`src/rtl/ltgq_pkg.sv`:
```
// shared types and status codes for the lock table
`default_nettype none
package ltgq_pkg;
    localparam int MODE_BITS = 3;
    localparam int STATUS_BITS = 3;

    typedef enum logic [STATUS_BITS-1:0] {
        ST_GRANTED     = 3'd0,
        ST_QUEUED      = 3'd1,
        ST_DUP_OWNED   = 3'd2,
        ST_DUP_PENDING = 3'd3,
        ST_REL_OWNED   = 3'd4,
        ST_REL_PENDING = 3'd5,
        ST_NOT_FOUND   = 3'd6,
        ST_NO_ROOM     = 3'd7
    } status_t;

    typedef enum logic {
        OP_LOCK    = 1'b0,
        OP_RELEASE = 1'b1
    } opcode_t;
endpackage
`default_nettype wire

```
`src/rtl/ltgq_front.sv`:
```
// front end: accepts words, holds config, passes words through to the queue
`default_nettype none
module ltgq_front
    import ltgq_pkg::*;
#(
    parameter int NUM_MODES = 6,
    parameter int TXN_BITS  = 16,
    parameter int KEY_BITS  = 32,
    parameter int CMD_W     = 1 + TXN_BITS + KEY_BITS + MODE_BITS
) (
    input  wire logic                           clk,
    input  wire logic                           rst_n,
    input  wire logic                           cfg_we,
    input  wire logic [NUM_MODES*NUM_MODES-1:0] cfg_wdata,
    output logic [NUM_MODES*NUM_MODES-1:0]      compat,
    input  wire logic                           in_valid,
    output logic                                in_ready,
    input  wire logic [CMD_W-1:0]               in_data,
    output logic                                q_valid,
    input  wire logic                           q_ready,
    output logic [CMD_W-1:0]                    q_data
);
    logic [NUM_MODES*NUM_MODES-1:0] compat_reg;

    assign compat   = compat_reg;
    assign q_valid  = in_valid;
    assign in_ready = q_ready;
    // modes beyond the table are stored as given; engine treats them as incompatible
    assign q_data   = in_data;

    always_ff @(posedge clk or negedge rst_n)
    begin
        if (!rst_n)
        begin
            compat_reg <= '0;
        end
        else if (cfg_we)
        begin
            compat_reg <= cfg_wdata;
        end
    end
endmodule
`default_nettype wire

```
`config.mk`:
```
export PLATFORM = sky130hd
export DESIGN_NAME = ltgq_front
export DESIGN_NICKNAME = d
export VERILOG_FILES = /design/src/rtl/ltgq_pkg.sv /design/src/rtl/ltgq_front.sv
export SDC_FILE = /design/constraint.sdc
export NUM_CORES = 1
export LEC_CHECK = 0
export ABC_CLOCK_PERIOD_IN_PS = 1100
export BUFFER_PORTS_ARGS = -buffer_cell sky130_fd_sc_hd__buf_2
export CAP_MARGIN = 20
export CORE_MARGIN = 4
export CORE_UTILIZATION = 30
export CTS_CLUSTER_DIAMETER = 120
export DETAILED_ROUTE_END_ITERATION = 12
export GPL_TIMING_DRIVEN = 0
export PLACE_DENSITY = 0.68
export SLEW_MARGIN = 0
export SYNTH_ARGS = -nofsm -noshare
export SYNTH_HDL_FRONTEND = slang
export SYNTH_SLANG_ARGS = --single-unit
```
`constraint.sdc`:
```
create_clock -name clk -period 1.1 [get_ports clk]
set_input_delay 0.11 -clock clk [delete_from_list [all_inputs] [get_ports clk]]
set_output_delay 0.11 -clock clk [all_outputs]
set_load 0.1 [all_outputs]
```
# Word-level counts from Yosys, hierarchy flattened
# Index checks and enable logic that the tools add are counted.
# word_totals
reg_bits	36
latch_bits	0
ramBits	0
romBits	0
in_bits	93
out_inout_bits	90
elab_cells	1
mem_count	0
# classes
addsub	0
n_mul	0
div	0
n_lt_le_gt_ge	0
n_eq_ne	0
shift	0
muxes	0
n_bitwise	0
reduce_logical	0

# Longest topological paths before layout
# logic_depth
word_depth	0
depth_mapped	3
depth_no_buf	1

# Worst setup path after synthesis
# Ideal clock, no wire load.
# synth_timing
path_type	register -> register
start	register, netlist name compat[10]
end	register compat_reg[10] (netlist: compat[10])
setup_ns	0.126
arrival_time_ns	1.132
required_time_ns	0.974
setup_slack_ns	-0.158
path_stages_with_launch	2
n_path_buf	0
period_less_slack_ns	1.258
path_cell_list	dfrtp_1 -> mux2_4
# synth_lines
element	line_no	text
end signal: assignment	ltgq_front.sv:39	compat_reg <= cfg_wdata;
end: declaration	ltgq_front.sv:23	logic [NUM_MODES*NUM_MODES-1:0] compat_reg;

# Worst setup path in the final report
# layout_timing
start	register compat_reg[11] (netlist: compat[11])
end	output compat[11]
# layout_lines
element	line_no	text
end: declaration	ltgq_front.sv:15	output logic [NUM_MODES*NUM_MODES-1:0] compat,
# No word-level cell between the ends.

==> reports/summary.txt <==
Max-Cap Viols = 0
Status = completed
Met3 Resource Use GR = 0.03027
CTS Buffer Depth = 2
Crit path max-delay family = flip-flops
Top cells by count, synth = buf_4, dfrtp_1, mux2_4
ANT cells = 0
Max incr delay on CP = 0.37 ns
Largest net degree at the start of global routing = 37
Fmax achieved = 0.9547 GHz
Cell taking the most area after synthesis = dfrtp_1
Vias per Instance = 4.071
Placed insts = 332
Number of enable flip-flop cells after synthesis = 0
Power consumption = 5015 uW
Largest register FFs = 36
CP Capture Type = output port
Post-route ant nets = 0
Fin nets = 358
Final setup vio count = 0
Final clock skew = 0 ns
RSZ-0062 raised after global routing = no
IO Count = 183
Worst Reg-to-Reg Cells = 1
GRT Max-Usage Layer = met2
Lkg Pwr = 0.001526 uW
WP data arrival = 0.94 ns
Initial Utilization = 0.3146
RR Startpoint = compat[11]$_DFFE_PN0P_
Period minus WS final = 1.048 ns
Initial antenna violation count = 0
Hold wc startpoint = cfg_wdata[3]
Worst slew margin = 0.6702
Syn Inst Count = 130
First-pass GRT wire length = 6410 um
Finished Layout Cells = 340
Pwr dens = 1759 nW/um^2
Dpl ws = 0.2090 ns
Drt pass-1 iters = 2
Clk sink count = 36
Residual DRC = 0
Post-synth net total = 223
Core area = 6026 sq um
Register bit count reported by yosys = 36
Largest cells by area after synthesis = dfrtp_1, mux2_4, buf_4
Crit path max-delay cell type = dfrtp_2
TritonCTS clock tree = built
Most frequent cell after synthesis = buf_4
Synth top area share = 0.4752
CTS clk-pin slew, worst paths = 0.07 ns
Worst reg-to-reg setup slack = 0.31 ns
Yosys cell types = 6
CTS Root Cell = clkbuf_8
Die Y = 87.49 um
Sequential element share of the synthesized area = 0.4752
Setup crit start kind = flip-flop
Port Buf Inserts = 127
CP Max Fanout = 2
GPL Wtd Cong = 0.6589
WHS = 0.05755 ns
Routed length per placed instance = 12.70 um
CTS Buf Count = 5
Post-synth ARST share = 1.000
Setup Crit Path Kind = reg -> out
GRT Total Usage = 0.1074
Hold depth = 2
Critical Path, Cell by Cell = buf_4
Final hold vios = 0
Setup TNS Final = 0 ns
Type of the tightest min-delay check = in -> reg
Worst Tran Pin Value = 0.4981 ns
Met1 usage = 0.1279
Clk_lat worst skew = 0.28 ns
Worst Path Buf+Inv = 1
Hpwl dp = 3489 um
GR Util met2 = 0.1781
CTS H-Tree Depth = 2
Top FF cell, synth = dfrtp_1
Grt ovf = 0
Hold endpoint = compat[3]$_DFFE_PN0P_
Smallest setup slack after layout = 0.05250 ns
Worst r2r dst = compat[11]$_DFFE_PN0P_
Slew Limit Fails = 0
Final period util = 0.9523
Final WL = 4319 um
Fraction of layout cells with a size suffix above 1 = 0.9925
Yosys warns = 0
Avg Inst Size Synth = 14.58 sq um
Die area = 7655 sq um
Required time worst endpoint = 0.99 ns
Number of DRC markers in iteration 0 = 13
Area growth syn-to-layout = 50.36%
Vias in the first global route = 1388
Maximum VDD drop = 0.0007157 V
Num rows = 28
Vias = 1384
Chip width = 87.49 um
Mapped Area = 1896 sq um
==> kinds of logic (layout without fill, tap and decap cells) <==
kind of cell	after synthesis	after routing	share of synthesized area
buffers and inverters	58	193	0.2515
flip-flops	36	36	0.4752
multiplexers	36	36	0.2733
==> metal layers <==
layer / vias up / wire, um
met5: - / 0
met4: 0 / 56
met3: 5 / 555
met2: 109 / 2181
met1: 626 / 1526
li1: 644 / -
==> final cells by class <==
cell class | instances | area (sq um)
Tap cell | 75 | 93.84
Buffer | 58 | 476.7
Clock inverter | 1 | 5.005
Sequential cell | 36 | 945.9
Multi-Input combinational cell | 36 | 518.0
Timing Repair Buffer | 128 | 738.2
Clock buffer | 6 | 72.57
Fill cell | 534 | 3176
==> what timing repair did <==
item,4_1_cts,5_1_grt
gates resized for setup,36,1
endpoints found under the setup margin,36,36
endpoints found under the hold margin,36,0
hold buffers,1,0
pin swaps,0,0
setup buffers,0,0
==> worst max path at each step <==
stage	from	end	slack, ns	depth (start not counted)
detailed placement	compat[11]$_DFFE_PN0P_	compat[11]	0.21	1
global placement	compat[32]$_DFFE_PN0P_	compat[32]	0.22	1
finish	compat[11]$_DFFE_PN0P_	compat[11]	0.05	1
CTS	compat[24]$_DFFE_PN0P_	compat[24]	0.03	1
global route	compat[26]$_DFFE_PN0P_	compat[26]	0.004	1
floorplan	compat[10]$_DFFE_PN0P_	compat[10]$_DFFE_PN0P_	0.06	1
==> stage by stage <==
stage	utilization	instance area (sq um)
floorplan	-	1941
global placement	0.4431	2670
detailed placement	0.4431	2670
CTS	0.4726	2848
global route	0.4730	2850
finish	0.4730	2850
==> report_power, final <==
| part | leakage (uW) | switching (uW) | internal [uW] |
|---|---|---|---|
| registers | 0.000385 | 75.5 | 1480 |
| clock network | 0.0000410 | 421 | 430 |
| logic | 0.00110 | 2000 | 610 |
==> cells in the final DEF, fill, tap and decap left out <==
cell type      netlist  routed
buf_12               3       3
dlygate4sd3_1        0       1
mux2_4              30      30
buf_4               54      90
clkbuf_8             0       5
buf_2                0      90
clkinv_2             0       1
clkbuf_1             0       1
dfrtp_2              0      36
buf_6                1       1
mux2_2               6       6
clkbuf_4             0       1
No activity file was read; power rests on OpenSTA's default activity.
