<file path="config.mk">
export PLATFORM = sky130hd
export DESIGN_NAME = ltgq_fifo
export DESIGN_NICKNAME = d
export VERILOG_FILES = /design/src/rtl/ltgq_pkg.sv /design/src/rtl/ltgq_fifo.sv
export SDC_FILE = /design/constraint.sdc
export NUM_CORES = 1
export LEC_CHECK = 0
export BUFFER_PORTS_ARGS = -buffer_cell sky130_fd_sc_hd__buf_2
export CAP_MARGIN = 25
export CORE_MARGIN = 4
export CORE_UTILIZATION = 30
export DETAILED_ROUTE_END_ITERATION = 16
export PLACE_DENSITY = 0.49
export SYNTH_ARGS = -nofsm -noshare
export SYNTH_HDL_FRONTEND = slang
export SYNTH_SLANG_ARGS = --single-unit
</file>
<file path="constraint.sdc">
create_clock -name clk -period 2 [get_ports clk]
set_clock_uncertainty 0.2 [all_clocks]
set_input_delay 0.2 -clock clk [delete_from_list [all_inputs] [get_ports clk]]
set_output_delay 0.2 -clock clk [all_outputs]
set_load 0.03 [all_outputs]
</file>
<file path="src/rtl/ltgq_pkg.sv">
// shared types and status codes for the lock table
`default_nettype none
package ltgq_pkg;
    localparam int MODE_BITS = 3;
    localparam int STATUS_BITS = 3;

    typedef enum logic [STATUS_BITS-1:0] {
        ST_GRANTED     = 3'd0,
        ST_QUEUED      = 3'd1,
        ST_DUP_OWNED   = 3'd2,
        ST_DUP_PENDING = 3'd3,
        ST_REL_OWNED   = 3'd4,
        ST_REL_PENDING = 3'd5,
        ST_NOT_FOUND   = 3'd6,
        ST_NO_ROOM     = 3'd7
    } status_t;

    typedef enum logic {
        OP_LOCK    = 1'b0,
        OP_RELEASE = 1'b1
    } opcode_t;
endpackage
`default_nettype wire

</file>
<file path="src/rtl/ltgq_fifo.sv">
// short command queue between the front end and the lock engine
`default_nettype none
module ltgq_fifo
    import ltgq_pkg::*;
#(
    parameter int WIDTH = 8,
    parameter int DEPTH = 2
) (
    input  wire logic             clk,
    input  wire logic             rst_n,
    input  wire logic             wr_valid,
    output logic                  wr_ready,
    input  wire logic [WIDTH-1:0] wr_data,
    output logic                  rd_valid,
    input  wire logic             rd_ready,
    output logic [WIDTH-1:0]      rd_data
);
    localparam int AW = (DEPTH > 1) ? $clog2(DEPTH) : 1;

    logic [WIDTH-1:0] mem_reg [DEPTH];
    logic [AW-1:0]    wp_reg, rp_reg;
    logic [AW:0]      cnt_reg;
    logic             do_wr, do_rd;

    assign wr_ready = (cnt_reg != (AW+1)'(DEPTH));
    assign rd_valid = (cnt_reg != '0);
    assign rd_data  = mem_reg[rp_reg];
    assign do_wr    = wr_valid && wr_ready;
    assign do_rd    = rd_valid && rd_ready;

    always_ff @(posedge clk)
    begin
        if (do_wr)
        begin
            mem_reg[wp_reg] <= wr_data;
        end
    end

    always_ff @(posedge clk or negedge rst_n)
    begin
        if (!rst_n)
        begin
            wp_reg  <= '0;
            rp_reg  <= '0;
            cnt_reg <= '0;
        end
        else
        begin
            if (do_wr)
            begin
                wp_reg <= (wp_reg == AW'(DEPTH-1)) ? '0 : wp_reg + 1'b1;
            end
            if (do_rd)
            begin
                rp_reg <= (rp_reg == AW'(DEPTH-1)) ? '0 : rp_reg + 1'b1;
            end
            if (do_wr && !do_rd)
            begin
                cnt_reg <= cnt_reg + 1'b1;
            end
            else if (do_rd && !do_wr)
            begin
                cnt_reg <= cnt_reg - 1'b1;
            end
        end
    end
endmodule
`default_nettype wire

</file>
After elaboration in Yosys (flattened, before gate mapping)
Memories as Yosys holds them, arrays and structs flattened. Cells that the tools add are included.

$add $sub $neg: 4. Equal/unequal tests: 1. Mux-type cells: 6. Reductions and logical operators: 8.

Operators by type and width (number): logical AND 1 bit (4); 2-to-1 mux 1 bit (4); 2-to-1 mux 2 bit (2); nonzero test 2 bit (2); adder 1 bit, second input constant (2); adder 2 x 1 -> 2 bit, second input constant (1); zero test 1 bit (2); inequality test 2 bit, second input constant (1); subtractor 2 x 1 -> 2 bit, second input constant (1).

Register bits after elaboration: 4. Memory bits (writable): 16. Output and inout bits: 10. Word-level logic and storage cells: 23. Memories: 1.

Memories: mem_reg (words 2, width 8, read ports 1, clocked after memory_dff 0, write ports 1, line ltgq_fifo.sv:20) `logic [WIDTH-1:0] mem_reg [DEPTH];`.

Depth between registers and ports, before layout
Depth in word-level cells: 6. Gate-level depth with buffers: 7.

Worst setup path after synthesis
No wires, ideal clock.

Path kind: reg2reg. Start: register cnt_reg[0]. End: memory mem_reg[0][0], enable pin. Library setup time: 0.370 ns. Data arrival time: 1.074 ns. Path slack: 0.356 ns. Cell stages (with the launch flop): 4. Clock period less this slack: 1.644 ns. Cell sequence: dfrtp_1 nand2b_4 nand2_1 nor2_1.

Word-level cells in the longest chain between the ends: 4.

RTL lines: start, declared (line ltgq_fifo.sv:22) `logic [AW:0] cnt_reg;`; start signal, assigned (line ltgq_fifo.sv:59) `cnt_reg <= cnt_reg + 1'b1;`; start signal, assigned (line ltgq_fifo.sv:63) `cnt_reg <= cnt_reg - 1'b1;`; inequality test 2 bit (line ltgq_fifo.sv:25) `assign wr_ready = (cnt_reg != (AW+1)'(DEPTH));`; via wr_ready (line ltgq_fifo.sv:12) `output logic wr_ready,`; logical AND 1 bit (line ltgq_fifo.sv:28) `assign do_wr = wr_valid && wr_ready;`; 2-to-1 mux 1 bit (line ltgq_fifo.sv:33) `if (do_wr)`; 2-to-1 mux 1 bit (not written as such) (line ltgq_fifo.sv:35) `mem_reg[wp_reg] <= wr_data;`; end, declared (line ltgq_fifo.sv:20).

The timed path passes the listed nets, and every way through them passes these cells.

Worst setup path in the final report
Start: register rp_reg. End: output rd_data[5].

Word-level cells in the longest chain between the ends: 1.

RTL lines: start, declared (line ltgq_fifo.sv:21) `logic [AW-1:0] wp_reg, rp_reg;`; start signal, assigned (line ltgq_fifo.sv:55) `rp_reg <= (rp_reg == AW'(DEPTH-1)) ? '0 : rp_reg + 1'b1;`; memory read (2 x 8 bit); end, declared (line ltgq_fifo.sv:16) `output logic [WIDTH-1:0] rd_data`.

Every way passes these cells.

==> results list <==
- Pin placement for this block handled 22 I/O pins.
* Area of the mapped netlist: 787 µm²
- The sequential cells in the finished layout cover a total of 581 µm².
- Via count normalized by instance count: 4.33
- After detailed routing, the average wire length per cell comes to 12.2 µm.
- The tightest min-delay check is of the in2reg type.
* All-Layer GR Usage: 8.71%
* Number of clock sinks seen by CTS: 20
* Pin slew with the least headroom to its limit: 0.408 ns
- The number of buffers and inverters on the critical path is 1.
- Once detail routing completed, the nets flagged for antenna violations numbered 0.
- Placeable core region: 2500 µm²
* Share of the clock period used by the worst path after layout: 93.1%
- Fraction of the mapped netlist area in simple logic gates: 6.52%
* Input/output buffers: 21
- Width of the chip: 59.2 µm
- CTS HTree Levels: 1
- Library cell used as clock root buffer: clkbuf_4
- Number of gates resized after cts: 0
* Longest individual stage delay on the worst path: 0.61 ns
- Number of global-route vias before repair: 503
* Sequential group share of total power: 41.2%
* Effective utilization at floorplan: 31.5%
* Startpoint kind of the worst setup timing path: register
* Maximum root-to-sink buffer count: 2
* Parity-gate share of the synthesized area counting xor and xnor cells: 5.56%
- STA puts the critical path data required time at 1.60 ns.
- Wire length of the first global-routing pass: 2.15 mm
* Critical path start-end classification: reg2out
* Total congestion overflow: 0
- Setup repair after global routing missed its margin: false
* Die Y: 59.2 µm
- Drt first-iter violations: 0
* Largest family of logic cells by synthesized area: multiplexers
- Launch point of the worst hold path: wr_valid
* Critical path data arrival time: 1.46 ns
* Crit. Startpoint: rp_reg
- Post-placement setup slack: 0.376 ns
* Power per standard cell area: 1490 nW/µm²
- Clock latency at the later pin of the worst-skew pair: 0.29 ns
- Post-synthesis average cell area: 18.3 µm²
- Total leakage power: 0.000449 µW
- Flip-flop count of the largest register, all copies and words added: 16
* Most frequent cells in the layout: 21 x buf_2, 16 x edfxtp_1, 10 x dlygate4sd3_1, 8 x mux2_2, 4 x dfrtp_1
- The routed design has 1.33 mm of wire.
- In this design, the largest share of critical-path delay is due to flip-flops.
* Worst reg2reg startpoint: cnt_reg[0]
* List of cells traversed by the critical path: mux2_2, buf_2
- After detailed placement, the total cell area comes to 940 µm².
- Clk network pwr share: 19.8%
- Die ar.: 3510 µm²
- Final hold vios: 0
* Cells after synthesis: 43
- Total negative slack: 0 ns
- Worst VDD drop: 0.000717 V
- Setup violations remaining at the end of the flow were counted as 0.
- Worst slew margin: 72.8%
- For this run, design rule violations remaining after detail routing come to 0.
* Post-synthesis sequential element count: 20
* Last weighted congestion value of the routability-driven placer: 0.706
* Row Count: 18
- Area delta synth->final: 38.8%
* Synthesized netlist net count: 56
* Area of combinational cells with multiple inputs: 198 µm²
* Pins Over Slew Limit: 0
- Net switching is 35.0% of the power.
- Along the worst path, the maximum fanout reaches 9.
* CTS tree: built
* Final-stage net count: 93
- Total of fill cells in the finished design: 235
- Post-synthesis share of cell area spent on full adders, half adders and majority gates: 1.59%
* Highest-delay cell along the critical path: dfrtp_1
* Synthesized-area fraction occupied by ao, oa, aoi and oai cells: 0%
* Cell-internal power: 1060 µW
* Layout cells sized above 1: 48.1%
- Static timing analysis puts the maximum clock frequency at 0.537 GHz.
* Crit end category: primary output
- Max-cap violations in this run came to 0.
- Status: completed
- Setup slack closes at 0.138 ns.
- Of the total power, combinational logic draws 39.0%.
- Total power of the final layout: 1630 µW
- Shortest clock period the worst path allows after layout: 1.86 ns
- For this run, the register share of the synthesized area comes to 73.8%.
* First-pass iteration count of the detailed router: 1
- Entering global routing, the biggest net connects 13 pins.
- Clock-pin slew was measured on the worst setup and hold paths at 0.11 ns.
- During synthesis, Yosys emitted a total of 0 warnings.
- The number of clock buffers added by TritonCTS is 3.
- After routing the design area is 1090 µm².
- Summed over all nets, the half-perimeter wirelength after detailed placement is 969 µm.
* Multiplexer share of the synthesized area: 11.4%
- The number of antenna violations at the first check in global routing was 0.
* Via count of the routed design: 472
- Summed over all nets, the switching power comes to 569 µW.
* Most common cell after layout, fill and taps aside: buf_2
- The repair_antennas step left the layout with diodes totalling 0.
* Post-synth cell types: 14
==> power by group through the flow <==
stage               Sequential (µW)  Combinational (µW)  Clock, µW
global route                    686                 683        355
CTS                             674                 647        336
finish                          670                 635        322
floorplan                       633                 508          0
global placement                678                 629          0
detailed placement              683                 630          0
==> synth_stat cells <==
library cell  count  area share, %
buf_2             1           0.64
edfxtp_1         16             61
nand2_1           1           0.48
dfrtp_1           4             13
nor2_1            2           0.95
nand2b_4          1            1.7
nand2_4           1            1.4
or2_4             1            1.1
xor2_1            2            2.2
inv_1             1           0.48
ha_1              1            1.6
and3_1            1           0.80
mux2_2            8             11
xnor2_1           3            3.3
==> worst register-to-register path: cells and delay by family (launching register included) <==
| family | cells | cell delay, ns |
|---|---|---|
| xor gates and xnor gates | 2 | 0.30 |
| buffers and inverters | 1 | 0.05 |
| DFF | 1 | 0.44 |
| adders and majority gates | 1 | 0.18 |
| and+or+nand+nor | 3 | 0.38 |
==> through the flow <==
stage | hold WS, ns | utilization (%) | instances
4_1_cts | 0.00784 | 43.7 | 109
2_1_floorplan | -0.296 | - | 43
3_5_place_dp | -0.183 | 37.6 | 95
5_1_grt | 0.0218 | 43.7 | 109
3_3_place_gp | -0.185 | 37.6 | 95
6_report | 0.0242 | 43.7 | 109
==> final cells by class <==
type	count	share of cell area, %
clock buffers	3	2.06
clock inverters	1	2.75
inverters	1	0.344
multi-input cells	21	18.1
flip-flops and latches	20	53.1
well taps	30	3.44
repair buffers	33	20.2
==> routing by layer <==
layer / share of wire [%] / GRT usage, % / up-vias
li1: - / - / 229
met1: 39 / 9.71 / 227
met2: 54 / 13.7 / 14
met3: 5.4 / 2.61 / 2
met4: 1.8 / 6.80 / 0
met5: 0 / 0 / -
==> repair_timing <==
item / CTS / global route
buffers inserted: 0 / 0
endpoints found under the hold margin: 21 / 0
hold buffers: 10 / 0
==> cells by family (layout without fill, tap and decap cells) <==
| kind of cell | after synthesis | count (layout) |
|---|---|---|
| xor+xnor | 5 | 5 |
| fa+ha+maj | 1 | 1 |
| buf+inv | 2 | 38 |
| flops | 20 | 20 |
| mux | 8 | 8 |
| simple gates | 7 | 7 |
==> worst paths after layout <==
check / endpoint / slack, ns / cells after the start
setup / recovery: rd_data[5] / 0.14 / 2
hold / removal: wp_reg / 0.02 / 3
setup reg to reg: cnt_reg[1] / 0.38 / 7
hold reg to reg: wp_reg / 0.30 / 1
max in group asynchronous: rp_reg / 1.45 / 2
min in group asynchronous: cnt_reg[0] / 0.03 / 2
(Power assumes the default switching activity.)
